--- config.mk ---
export PLATFORM = sky130hd
export DESIGN_NAME = tank_drive_track_mixer_unit
export DESIGN_NICKNAME = d
export VERILOG_FILES = /design/src/hdl/tdm_pkg.sv /design/src/hdl/tdm_queue.sv /design/src/hdl/tdm_front.sv /design/src/hdl/tdm_back.sv /design/src/hdl/tank_drive_track_mixer_unit.sv
export SDC_FILE = /design/constraint.sdc
export NUM_CORES = 2
export LEC_CHECK = 0
export BUFFER_PORTS_ARGS = -buffer_cell sky130_fd_sc_hd__buf_2
export CORE_MARGIN = 2
export CORE_UTILIZATION = 60
export DETAILED_ROUTE_END_ITERATION = 10
export GPL_TIMING_DRIVEN = 0
export PLACE_DENSITY = 0.74
export RECOVER_POWER = 50
export SETUP_SLACK_MARGIN = 0.1
export SYNTH_ARGS = -nofsm -noshare
export SYNTH_HDL_FRONTEND = slang
export SYNTH_HIERARCHICAL = 1
export SYNTH_SLANG_ARGS = --single-unit
--- constraint.sdc ---
create_clock -name clk_i -period 9.62 [get_ports clk_i]
set_input_delay 2.886 -clock clk_i [delete_from_list [all_inputs] [get_ports clk_i]]
set_output_delay 2.886 -clock clk_i [all_outputs]
set_load 0.05 [all_outputs]
--- src/hdl/tdm_pkg.sv ---
package tdm_pkg;

  localparam int unsigned QueueDepth = 2;

  localparam logic [15:0] FullRateReset    = 16'd15000;
  localparam logic [15:0] ReducedRateReset = 16'd7000;
  localparam logic [6:0]  TrackDzReset     = 7'd7;
  localparam logic [6:0]  SteerDzReset     = 7'd7;

  localparam logic [7:0] MODE_MIX_FULL    = 8'd0;
  localparam logic [7:0] MODE_MIX_REDUCED = 8'd1;
  localparam logic [7:0] MODE_STICKS      = 8'd2;
  localparam logic [7:0] MODE_ARROWS      = 8'd3;
  localparam logic [7:0] MODE_TRIG_HALF   = 8'd4;
  localparam logic [7:0] MODE_TRIG_INV    = 8'd5;

  typedef enum logic [1:0] {
    REG_FULL_RATE    = 2'd0,
    REG_REDUCED_RATE = 2'd1,
    REG_TRACK_DZ     = 2'd2,
    REG_STEER_DZ     = 2'd3
  } cfg_reg_e;

  localparam logic signed [8:0] TrigOffset   = 9'sd100;
  localparam logic signed [8:0] MixFullScale = 9'sd101;
  localparam logic signed [8:0] ArrowFull    = 9'sd100;

  // floor(m / 101) = (m * MixDivK) >> MixDivShift for m < 2**14
  localparam int unsigned   MixDivShift = 21;
  localparam logic [14:0]   MixDivK     = 15'd20764;
  // floor(y / 25) = (y * SpeedDivK) >> SpeedDivShift for y < 2**22
  localparam int unsigned   SpeedDivShift = 27;
  localparam logic [22:0]   SpeedDivK     = 23'd5368710;
  localparam logic [16:0]   SpeedMax      = 17'h1FFFF;

  typedef struct packed {
    logic [15:0] full_rate;
    logic [15:0] reduced_rate;
    logic [6:0]  track_dz;
    logic [6:0]  steer_dz;
  } cfg_t;

  typedef struct packed {
    logic [8:0] right_target;
    logic [8:0] left_target;
    logic       reduced;
  } track_cmd_t;

  function automatic logic signed [8:0] dead_zone(logic signed [8:0] x, logic [6:0] z);
    logic signed [8:0] zs;
    logic signed [8:0] res;
    zs = $signed({2'b00, z});
    if (x < zs && x > -zs) begin
      res = 9'sd0;
    end else if (x > 9'sd0) begin
      res = x - zs;
    end else begin
      res = x + zs;
    end
    return res;
  endfunction

  function automatic logic signed [8:0] arrow_right_target(logic [3:0] idx);
    logic signed [8:0] res;
    case (idx)
      4'd1, 4'd8, 4'd9:  res = ArrowFull;
      4'd2, 4'd4, 4'd12: res = -ArrowFull;
      default:           res = 9'sd0;
    endcase
    return res;
  endfunction

  function automatic logic signed [8:0] arrow_left_target(logic [3:0] idx);
    logic signed [8:0] res;
    case (idx)
      4'd1, 4'd2, 4'd3: res = ArrowFull;
      4'd4, 4'd6, 4'd8: res = -ArrowFull;
      default:          res = 9'sd0;
    endcase
    return res;
  endfunction

endpackage

--- src/hdl/tdm_queue.sv ---
module tdm_queue #(
  parameter int unsigned Width = 19,
  parameter int unsigned Depth = 2
) (
  input  logic             clk_i,
  input  logic             rst_ni,
  input  logic             wr_valid_i,
  output logic             wr_ready_o,
  input  logic [Width-1:0] wr_data_i,
  output logic             rd_valid_o,
  input  logic             rd_ready_i,
  output logic [Width-1:0] rd_data_o
);

  localparam int unsigned PtrW = (Depth > 1) ? $clog2(Depth) : 1;
  localparam int unsigned CntW = $clog2(Depth + 1);
  localparam logic [PtrW-1:0] LastPtr = PtrW'(Depth - 1);
  localparam logic [CntW-1:0] FullCnt = CntW'(Depth);

  logic [Width-1:0] mem_q [Depth];
  logic [PtrW-1:0]  wr_ptr_q, wr_ptr_d;
  logic [PtrW-1:0]  rd_ptr_q, rd_ptr_d;
  logic [CntW-1:0]  cnt_q, cnt_d;
  logic             push, pop;

  assign wr_ready_o = (cnt_q != FullCnt);
  assign rd_valid_o = (cnt_q != '0);
  assign rd_data_o  = mem_q[rd_ptr_q];
  assign push       = wr_valid_i && wr_ready_o;
  assign pop        = rd_valid_o && rd_ready_i;

  always_comb begin
    wr_ptr_d = wr_ptr_q;
    rd_ptr_d = rd_ptr_q;
    cnt_d    = cnt_q;
    if (push) begin
      wr_ptr_d = (wr_ptr_q == LastPtr) ? '0 : wr_ptr_q + 1'b1;
    end
    if (pop) begin
      rd_ptr_d = (rd_ptr_q == LastPtr) ? '0 : rd_ptr_q + 1'b1;
    end
    if (push && !pop) begin
      cnt_d = cnt_q + 1'b1;
    end else if (pop && !push) begin
      cnt_d = cnt_q - 1'b1;
    end
  end

  always_ff @(posedge clk_i or negedge rst_ni) begin
    if (!rst_ni) begin
      wr_ptr_q <= '0;
      rd_ptr_q <= '0;
      cnt_q    <= '0;
    end else begin
      wr_ptr_q <= wr_ptr_d;
      rd_ptr_q <= rd_ptr_d;
      cnt_q    <= cnt_d;
    end
  end

  always_ff @(posedge clk_i) begin
    if (push) begin
      mem_q[wr_ptr_q] <= wr_data_i;
    end
  end

endmodule

--- src/hdl/tdm_front.sv ---
module tdm_front (
  input  logic                   clk_i,
  input  logic                   rst_ni,
  input  tdm_pkg::cfg_t          cfg_i,
  input  logic                   in_valid_i,
  output logic                   in_ready_o,
  input  logic                   arrow_up_i,
  input  logic                   arrow_right_i,
  input  logic                   arrow_down_i,
  input  logic                   arrow_left_i,
  input  logic signed [7:0]      steer_axis_i,
  input  logic signed [7:0]      left_stick_axis_i,
  input  logic signed [7:0]      left_trigger_i,
  input  logic signed [7:0]      right_stick_axis_i,
  input  logic signed [7:0]      right_trigger_i,
  input  logic [7:0]             drive_mode_i,
  output logic                   cmd_valid_o,
  input  logic                   cmd_ready_i,
  output tdm_pkg::track_cmd_t    cmd_o
);

  logic signed [8:0] steer9, lstick9, ltrig9, rstick9, rtrig9;
  logic signed [8:0] diff, abs_diff, factor;
  logic signed [8:0] rsum, lsum, rodd, lodd, half_r, half_l, drive9;
  logic signed [8:0] tr_other, tl_other;
  logic              diff_gt0, diff_pos, diff_neg, mix;

  // classify stage
  logic              s0_valid_q;
  logic              s0_mix_q, s0_diff_pos_q, s0_diff_neg_q, s0_reduced_q;
  logic signed [7:0] s0_drive_q;
  logic signed [8:0] s0_factor_q, s0_tr_q, s0_tl_q;

  // product stage
  logic              s1_valid_q;
  logic              s1_mix_q, s1_diff_pos_q, s1_diff_neg_q, s1_reduced_q, s1_neg_q;
  logic signed [7:0] s1_drive_q;
  logic [13:0]       s1_mag_q;
  logic signed [8:0] s1_tr_q, s1_tl_q;

  logic signed [16:0] prod;
  logic [16:0]        prod_mag;
  logic [28:0]        quot_prod;
  logic [7:0]         quot;
  logic signed [8:0]  scaled, drive_ext, tr, tl;
  logic               s0_ready, s1_ready;

  assign s1_ready   = !s1_valid_q || cmd_ready_i;
  assign s0_ready   = !s0_valid_q || s1_ready;
  assign in_ready_o = s0_ready;

  always_comb begin
    steer9  = {steer_axis_i[7], steer_axis_i};
    lstick9 = {left_stick_axis_i[7], left_stick_axis_i};
    ltrig9  = {left_trigger_i[7], left_trigger_i};
    rstick9 = {right_stick_axis_i[7], right_stick_axis_i};
    rtrig9  = {right_trigger_i[7], right_trigger_i};

    diff     = tdm_pkg::dead_zone(steer9, cfg_i.steer_dz);
    abs_diff = diff[8] ? -diff : diff;
    factor   = tdm_pkg::MixFullScale - abs_diff;

    // halve toward zero
    rsum   = rtrig9 + tdm_pkg::TrigOffset;
    lsum   = ltrig9 + tdm_pkg::TrigOffset;
    rodd   = rsum + $signed({8'b0, rsum[8]});
    lodd   = lsum + $signed({8'b0, lsum[8]});
    half_r = rodd >>> 1;
    half_l = lodd >>> 1;
    drive9 = half_r - half_l;

    diff_gt0 = !diff[8] && (diff != 9'sd0);
    diff_pos = drive9[8] ? diff[8] : diff_gt0;
    diff_neg = drive9[8] ? diff_gt0 : diff[8];

    mix = drive_mode_i inside {tdm_pkg::MODE_MIX_FULL, tdm_pkg::MODE_MIX_REDUCED};

    case (drive_mode_i)
      tdm_pkg::MODE_STICKS: begin
        tr_other = -rstick9;
        tl_other = -lstick9;
      end
      tdm_pkg::MODE_ARROWS: begin
        tr_other = tdm_pkg::arrow_right_target(
          {arrow_left_i, arrow_down_i, arrow_right_i, arrow_up_i});
        tl_other = tdm_pkg::arrow_left_target(
          {arrow_left_i, arrow_down_i, arrow_right_i, arrow_up_i});
      end
      tdm_pkg::MODE_TRIG_HALF: begin
        tr_other = half_r;
        tl_other = half_l;
      end
      tdm_pkg::MODE_TRIG_INV: begin
        tr_other = tdm_pkg::TrigOffset - rtrig9;
        tl_other = tdm_pkg::TrigOffset - ltrig9;
      end
      default: begin
        tr_other = 9'sd0;
        tl_other = 9'sd0;
      end
    endcase
  end

  assign prod     = 17'(s0_drive_q) * 17'(s0_factor_q);
  assign prod_mag = prod[16] ? 17'(-prod) : 17'(prod);

  assign quot_prod = 29'(s1_mag_q) * 29'(tdm_pkg::MixDivK);
  assign quot      = quot_prod[tdm_pkg::MixDivShift +: 8];
  assign scaled    = s1_neg_q ? -$signed({1'b0, quot}) : $signed({1'b0, quot});
  assign drive_ext = {s1_drive_q[7], s1_drive_q};
  assign tr        = s1_mix_q ? (s1_diff_pos_q ? scaled : drive_ext) : s1_tr_q;
  assign tl        = s1_mix_q ? (s1_diff_neg_q ? scaled : drive_ext) : s1_tl_q;

  assign cmd_valid_o        = s1_valid_q;
  assign cmd_o.right_target = tr;
  assign cmd_o.left_target  = tl;
  assign cmd_o.reduced      = s1_reduced_q;

  always_ff @(posedge clk_i or negedge rst_ni) begin
    if (!rst_ni) begin
      s0_valid_q <= 1'b0;
      s1_valid_q <= 1'b0;
    end else begin
      if (s0_ready) begin
        s0_valid_q <= in_valid_i;
      end
      if (s1_ready) begin
        s1_valid_q <= s0_valid_q;
      end
    end
  end

  always_ff @(posedge clk_i) begin
    if (s0_ready && in_valid_i) begin
      s0_mix_q      <= mix;
      s0_diff_pos_q <= diff_pos;
      s0_diff_neg_q <= diff_neg;
      s0_reduced_q  <= (drive_mode_i == tdm_pkg::MODE_MIX_REDUCED);
      s0_drive_q    <= drive9[7:0];
      s0_factor_q   <= factor;
      s0_tr_q       <= tr_other;
      s0_tl_q       <= tl_other;
    end
    if (s1_ready && s0_valid_q) begin
      s1_mix_q      <= s0_mix_q;
      s1_diff_pos_q <= s0_diff_pos_q;
      s1_diff_neg_q <= s0_diff_neg_q;
      s1_reduced_q  <= s0_reduced_q;
      s1_neg_q      <= prod[16];
      s1_mag_q      <= prod_mag[13:0];
      s1_drive_q    <= s0_drive_q;
      s1_tr_q       <= s0_tr_q;
      s1_tl_q       <= s0_tl_q;
    end
  end

endmodule

--- src/hdl/tdm_back.sv ---
module tdm_back (
  input  logic                clk_i,
  input  logic                rst_ni,
  input  tdm_pkg::cfg_t       cfg_i,
  input  logic                cmd_valid_i,
  output logic                cmd_ready_o,
  input  tdm_pkg::track_cmd_t cmd_i,
  output logic                out_valid_o,
  input  logic                out_ready_i,
  output logic                right_run_o,
  output logic                right_forward_o,
  output logic [16:0]         right_speed_hz_o,
  output logic                left_run_o,
  output logic                left_forward_o,
  output logic [16:0]         left_speed_hz_o
);

  logic signed [8:0] tr, tl;
  logic [8:0]        mag_r9, mag_l9;

  logic        b1_valid_q, b2_valid_q, b3_valid_q;
  logic        b1_ready, b2_ready, b3_ready;
  logic [15:0] b1_rate_q;
  logic [7:0]  b1_mag_r_q, b1_mag_l_q;
  logic        b1_run_r_q, b1_run_l_q, b1_fwd_r_q, b1_fwd_l_q;
  logic [23:0] b2_prod_r_q, b2_prod_l_q;
  logic        b2_run_r_q, b2_run_l_q, b2_fwd_r_q, b2_fwd_l_q;

  logic [44:0] div_r, div_l;
  logic [17:0] quot_r, quot_l;
  logic [16:0] speed_r, speed_l;

  assign b3_ready    = !b3_valid_q || out_ready_i;
  assign b2_ready    = !b2_valid_q || b3_ready;
  assign b1_ready    = !b1_valid_q || b2_ready;
  assign cmd_ready_o = b1_ready;

  assign tr     = tdm_pkg::dead_zone($signed(cmd_i.right_target), cfg_i.track_dz);
  assign tl     = tdm_pkg::dead_zone($signed(cmd_i.left_target), cfg_i.track_dz);
  assign mag_r9 = tr[8] ? 9'(-tr) : 9'(tr);
  assign mag_l9 = tl[8] ? 9'(-tl) : 9'(tl);

  // divide by 100 as a shift by two and a reciprocal multiply by 25
  assign div_r   = 45'(b2_prod_r_q[23:2]) * 45'(tdm_pkg::SpeedDivK);
  assign div_l   = 45'(b2_prod_l_q[23:2]) * 45'(tdm_pkg::SpeedDivK);
  assign quot_r  = div_r[tdm_pkg::SpeedDivShift +: 18];
  assign quot_l  = div_l[tdm_pkg::SpeedDivShift +: 18];
  assign speed_r = (quot_r > 18'(tdm_pkg::SpeedMax)) ? tdm_pkg::SpeedMax : quot_r[16:0];
  assign speed_l = (quot_l > 18'(tdm_pkg::SpeedMax)) ? tdm_pkg::SpeedMax : quot_l[16:0];

  assign out_valid_o = b3_valid_q;

  always_ff @(posedge clk_i or negedge rst_ni) begin
    if (!rst_ni) begin
      b1_valid_q <= 1'b0;
      b2_valid_q <= 1'b0;
      b3_valid_q <= 1'b0;
    end else begin
      if (b1_ready) begin
        b1_valid_q <= cmd_valid_i;
      end
      if (b2_ready) begin
        b2_valid_q <= b1_valid_q;
      end
      if (b3_ready) begin
        b3_valid_q <= b2_valid_q;
      end
    end
  end

  always_ff @(posedge clk_i) begin
    if (b1_ready && cmd_valid_i) begin
      b1_rate_q  <= cmd_i.reduced ? cfg_i.reduced_rate : cfg_i.full_rate;
      b1_mag_r_q <= mag_r9[7:0];
      b1_mag_l_q <= mag_l9[7:0];
      b1_run_r_q <= (tr != 9'sd0);
      b1_run_l_q <= (tl != 9'sd0);
      b1_fwd_r_q <= !tr[8] && (tr != 9'sd0);
      b1_fwd_l_q <= tl[8];
    end
    if (b2_ready && b1_valid_q) begin
      b2_prod_r_q <= 24'(b1_rate_q) * 24'(b1_mag_r_q);
      b2_prod_l_q <= 24'(b1_rate_q) * 24'(b1_mag_l_q);
      b2_run_r_q  <= b1_run_r_q;
      b2_run_l_q  <= b1_run_l_q;
      b2_fwd_r_q  <= b1_fwd_r_q;
      b2_fwd_l_q  <= b1_fwd_l_q;
    end
    if (b3_ready && b2_valid_q) begin
      right_run_o      <= b2_run_r_q;
      right_forward_o  <= b2_fwd_r_q;
      right_speed_hz_o <= speed_r;
      left_run_o       <= b2_run_l_q;
      left_forward_o   <= b2_fwd_l_q;
      left_speed_hz_o  <= speed_l;
    end
  end

endmodule

--- src/hdl/tank_drive_track_mixer_unit.sv ---
// channel  | handshake              | payload
// ---------+------------------------+---------------------------------------------
// command  | in_valid_i/in_ready_o  | arrows, five signed axes, drive_mode_i
// result   | out_valid_o/out_ready_i| run, forward, speed_hz for right and left
// config   | cfg_we_i               | cfg_idx_i, cfg_wdata_i (write only)
//
// one transaction per cycle sustained while out_ready_i stays high; a command
// passes two front stages, the queue and three back stages (two multipliers)
// reset clears the valid flags and the queue and loads the rate and dead zone defaults
// either side may stall; the queue between front and back absorbs the difference
module tank_drive_track_mixer_unit #(
  parameter int unsigned QueueDepth = tdm_pkg::QueueDepth
) (
  input  logic              clk_i,
  input  logic              rst_ni,
  input  logic              cfg_we_i,
  input  logic [1:0]        cfg_idx_i,
  input  logic [15:0]       cfg_wdata_i,
  input  logic              in_valid_i,
  output logic              in_ready_o,
  input  logic              arrow_up_i,
  input  logic              arrow_right_i,
  input  logic              arrow_down_i,
  input  logic              arrow_left_i,
  input  logic signed [7:0] steer_axis_i,
  input  logic signed [7:0] left_stick_axis_i,
  input  logic signed [7:0] left_trigger_i,
  input  logic signed [7:0] right_stick_axis_i,
  input  logic signed [7:0] right_trigger_i,
  input  logic [7:0]        drive_mode_i,
  output logic              out_valid_o,
  input  logic              out_ready_i,
  output logic              right_run_o,
  output logic              right_forward_o,
  output logic [16:0]       right_speed_hz_o,
  output logic              left_run_o,
  output logic              left_forward_o,
  output logic [16:0]       left_speed_hz_o
);

  localparam int unsigned CmdW = $bits(tdm_pkg::track_cmd_t);

  tdm_pkg::cfg_t       cfg_q;
  tdm_pkg::track_cmd_t front_cmd, back_cmd;
  logic                front_valid, front_ready, back_valid, back_ready;
  logic [CmdW-1:0]     back_bits;

  always_ff @(posedge clk_i or negedge rst_ni) begin
    if (!rst_ni) begin
      cfg_q.full_rate    <= tdm_pkg::FullRateReset;
      cfg_q.reduced_rate <= tdm_pkg::ReducedRateReset;
      cfg_q.track_dz     <= tdm_pkg::TrackDzReset;
      cfg_q.steer_dz     <= tdm_pkg::SteerDzReset;
    end else if (cfg_we_i) begin
      case (tdm_pkg::cfg_reg_e'(cfg_idx_i))
        tdm_pkg::REG_FULL_RATE:    cfg_q.full_rate    <= cfg_wdata_i;
        tdm_pkg::REG_REDUCED_RATE: cfg_q.reduced_rate <= cfg_wdata_i;
        tdm_pkg::REG_TRACK_DZ:     cfg_q.track_dz     <= cfg_wdata_i[6:0];
        tdm_pkg::REG_STEER_DZ:     cfg_q.steer_dz     <= cfg_wdata_i[6:0];
        default: begin
        end
      endcase
    end
  end

  tdm_front u_front (
    .clk_i              (clk_i),
    .rst_ni             (rst_ni),
    .cfg_i              (cfg_q),
    .in_valid_i         (in_valid_i),
    .in_ready_o         (in_ready_o),
    .arrow_up_i         (arrow_up_i),
    .arrow_right_i      (arrow_right_i),
    .arrow_down_i       (arrow_down_i),
    .arrow_left_i       (arrow_left_i),
    .steer_axis_i       (steer_axis_i),
    .left_stick_axis_i  (left_stick_axis_i),
    .left_trigger_i     (left_trigger_i),
    .right_stick_axis_i (right_stick_axis_i),
    .right_trigger_i    (right_trigger_i),
    .drive_mode_i       (drive_mode_i),
    .cmd_valid_o        (front_valid),
    .cmd_ready_i        (front_ready),
    .cmd_o              (front_cmd)
  );

  tdm_queue #(
    .Width (CmdW),
    .Depth (QueueDepth)
  ) u_queue (
    .clk_i      (clk_i),
    .rst_ni     (rst_ni),
    .wr_valid_i (front_valid),
    .wr_ready_o (front_ready),
    .wr_data_i  (front_cmd),
    .rd_valid_o (back_valid),
    .rd_ready_i (back_ready),
    .rd_data_o  (back_bits)
  );

  assign back_cmd = tdm_pkg::track_cmd_t'(back_bits);

  tdm_back u_back (
    .clk_i            (clk_i),
    .rst_ni           (rst_ni),
    .cfg_i            (cfg_q),
    .cmd_valid_i      (back_valid),
    .cmd_ready_o      (back_ready),
    .cmd_i            (back_cmd),
    .out_valid_o      (out_valid_o),
    .out_ready_i      (out_ready_i),
    .right_run_o      (right_run_o),
    .right_forward_o  (right_forward_o),
    .right_speed_hz_o (right_speed_hz_o),
    .left_run_o       (left_run_o),
    .left_forward_o   (left_forward_o),
    .left_speed_hz_o  (left_speed_hz_o)
  );

endmodule

==> flow_metrics.env <==
export IMPL_setup_worst_path_end="u_back/left_speed_hz_o[4]"
export IMPL_grt_overflow=0
export IMPL_avgSynthCellArea_um2=10.1
export IMPL_grt_pass1_vias=33100
export IMPL_period_share=0.764
export IMPL_maxSlewViolCount=199
export IMPL_die_y_um=283
export IMPL_routed_via_count=31800
export IMPL_synth_edff_count=244
export IMPL_ys_ff_latch=299
export IMPL_grt_max_degree=56
export IMPL_max_cap_violations=5
export IMPL_mostFrequentLayoutCells="inv_1, ha_1, fa_1"
export IMPL_numPortBuffers=106
export IMPL_synth_top_family_by_area="adder cells"
export IMPL_gp_congestion=0.936
export IMPL_cts_tree="yes"
export IMPL_pre_cts_ws_ns=2.27
export IMPL_crit_reg2reg_launch="u_back/b2_prod_l_q[12]"
export IMPL_min_delay_start="u_back/b1_run_l_q"
export IMPL_synthAdderAreaFrac=0.481
export IMPL_drc=0
export IMPL_die_area_um2=80200
export IMPL_rsz0062_at_grt="false"
export IMPL_outcome="finished with violations"
export IMPL_grt_util_met2=0.446
export IMPL_dominantRegCellSynth="edfxtp_1"
export IMPL_timing_fmax_mhz=136
export IMPL_syn_area_um2=46800
export IMPL_cp_required_ns=9.91
export IMPL_worst_pin_slew_ns=3.01
export IMPL_crit_path_start_kind="flip-flop"
export IMPL_use_met1=0.332
export IMPL_yosys_mux_area_fraction=0.0263
export IMPL_rows=102
export IMPL_area_growth_pct=6.43
export IMPL_grt_use_total=0.253
export IMPL_start_util=0.605
export IMPL_crit_path_end_kind="flip-flop"
export IMPL_postRouteAntennaNets=0
export IMPL_yosysSeqAreaShare=0.187
export IMPL_h_tree_depth=2
export IMPL_coreArea_um2=77300
export IMPL_async_flop_share=0.184
export IMPL_dr_pass1_iters=5
export IMPL_drive_gt1_frac=0.0648
export IMPL_synthCells=4625
export IMPL_crit_arrival_ns=7.64
export IMPL_setup_violations_final=0
export IMPL_post_cts_buffers=0
export IMPL_synth_xor_area_frac=0.0397
export IMPL_top_usage_layer="met2"
export IMPL_synth_compound_area_share=0.0756
export IMPL_failed_checks="capacitance limit, slew limit"
export IMPL_io_pin_count=115
export IMPL_hold_path_class="flip-flop to flip-flop"
export IMPL_path_class="flip-flop to flip-flop"
export IMPL_grt_use_met3=0.0268
export IMPL_synth_fp_nets=6122
export IMPL_synth_cell_types=93
export IMPL_ctsResizeCount=0
export IMPL_startpoint="u_back/b2_prod_l_q[12]"
export IMPL_setup_tns_final_ns=0
export IMPL_synth_simple_area_share=0.0971
export IMPL_cp_max_fo=10
export IMPL_clock_path_buffers=3
export IMPL_hold_violations=0
export IMPL_drt_iter0_markers=1610
export IMPL_holdBufCountCts=0
export IMPL_setup_ws_ns=2.27
export IMPL_fin_skew_ns=0.0402
export IMPL_antenna_cells=0
export IMPL_grt_pass1_wl_mm=165
export IMPL_dp_hpwl_mm=83.9
export IMPL_dieWidth_um=283
export IMPL_yosys_warnings=6
export IMPL_antenna_found_initial=0
export IMPL_cts_sinks=299
export IMPL_fin_nets=6270
export IMPL_final_common_cell="inv_1"
export IMPL_slew_headroom=-1.01
export IMPL_reg2reg_slack_ns=2.27
export IMPL_min_period_ns=7.35
export IMPL_clk_latency_ns=0.58
export IMPL_wl_per_cell_um=16.9
export IMPL_numCtsBuffers=36
export IMPL_clk_pin_slew_ns=0.06
export IMPL_reg2reg_to="u_back/left_speed_hz_o[4]"
export IMPL_reg2reg_depth=22
export IMPL_via_per_inst=5.44
export IMPL_clockRootBuffer="clkbuf_16"
export IMPL_wl_mm=98.9
layout make-up:
class                   instances  area [um^2]
multi-input cells            3166        33600
fillers                      6213        27600
flip-flops and latches        299         8730
inverters                    1088         4080
well taps                    1040         1300
clock buffers                  43          937
repair buffers                110          558
plain buffers                  72          285
clock inverters                22          253
through the flow:
step	utilization	cells	hold WS, ns	area (um^2)
after floorplan	-	4625	0.400	46800
after global placement	0.628	5771	0.402	48600
after detailed placement	0.630	5775	0.405	48700
after CTS	0.645	5840	0.397	49900
after global routing	0.644	5840	0.404	49800
final	0.644	5840	0.413	49800
sequential cells by signal (all words and copies together), names as in the netlist, 2 cells and up:
signal,flops
cfg_q,46
u_queue/mem_q,38
u_back/b2_prod_l_q,22
u_back/b2_prod_r_q,22
u_back/left_speed_hz_o,17
u_back/right_speed_hz_o,17
u_back/b1_rate_q,16
u_front/s1_mag_q,14
u_front/s0_factor_q,9
u_front/s0_tl_q,9
u_front/s0_tr_q,9
u_front/s1_tl_q,9
u_front/s1_tr_q,9
u_back/b1_mag_l_q,8
u_back/b1_mag_r_q,8
u_front/s0_drive_q,8
u_front/s1_drive_q,8
u_queue/cnt_q,2
how the worst min path moves through the flow:
stage / end / cells after the start
after global routing: u_back/b2_fwd_l_q / 0
after floorplan: u_back/b2_fwd_l_q / 0
after global placement: u_front/s1_tr_q[4] / 0
after CTS: u_back/b2_fwd_l_q / 0
after detailed placement: u_front/s1_tl_q[2] / 0
final: u_back/b2_run_l_q / 0
synth_stat cells (15+ instances only):
master       n  area share
and2_1     187       0.025
nor2_1     137       0.011
clkbuf_1    63      0.0051
or3_1       25      0.0033
a21o_1      52      0.0083
dfrtp_1     35       0.019
xnor2_1    146       0.027
inv_1     1088       0.087
o21a_1      20      0.0032
a31oi_1     15      0.0020
o21bai_1    19      0.0030
nand2b_1    34      0.0045
nand2_1    286       0.023
xor2_1      64       0.012
a21oi_1    148       0.016
o21ai_0    110       0.012
nand3_1     55      0.0059
dfstp_2     20       0.011
nor3_1      50      0.0054
mux2i_1     26      0.0056
edfxtp_1   244        0.16
nand4_1     18      0.0024
mux2_2      86       0.021
ha_1       796        0.21
fa_1       626        0.27
nor2b_1     22      0.0029
o31ai_1     22      0.0035
a211oi_1    17      0.0027
critical path, stage by stage, from the launching register on:
cell and delay, ns:
edfxtp_1 0.69, ha_1 0.37, fa_1 0.57, inv_1 0.06, fa_1 0.47, fa_1 0.49
inv_1 0.06, fa_1 0.51, fa_1 0.55, inv_1 0.06, fa_1 0.54, inv_1 0.05
ha_1 0.37, nand3_1 0.16, or4_1 0.55, nand4_1 0.11, a21oi_1 0.07, a211oi_2 0.40
o211ai_1 0.21, a21oi_2 0.21, xnor2_2 0.22, buf_2 0.28, nand2_1 0.08
metal layers:
metal	vias to the layer above	routed length, um
met1	15700	42200
li1	15300	-
met5	-	0
met2	686	49400
met4	0	2990
met3	162	4300
logic make-up (layout without fill, tap and decap cells):
group	count (synthesis)	count (layout)
AOI/OAI and AO/OA	529	529
xor gates and xnor gates	211	211
adders and majority gates	1422	1422
buffers and inverters	1160	1335
DFF	299	299
muxes	112	112
and+or+nand+nor	892	892
Power is left out: the tool's default activity adds up to more than one toggle a clock period on the data nets, which glitch-free logic cannot reach.
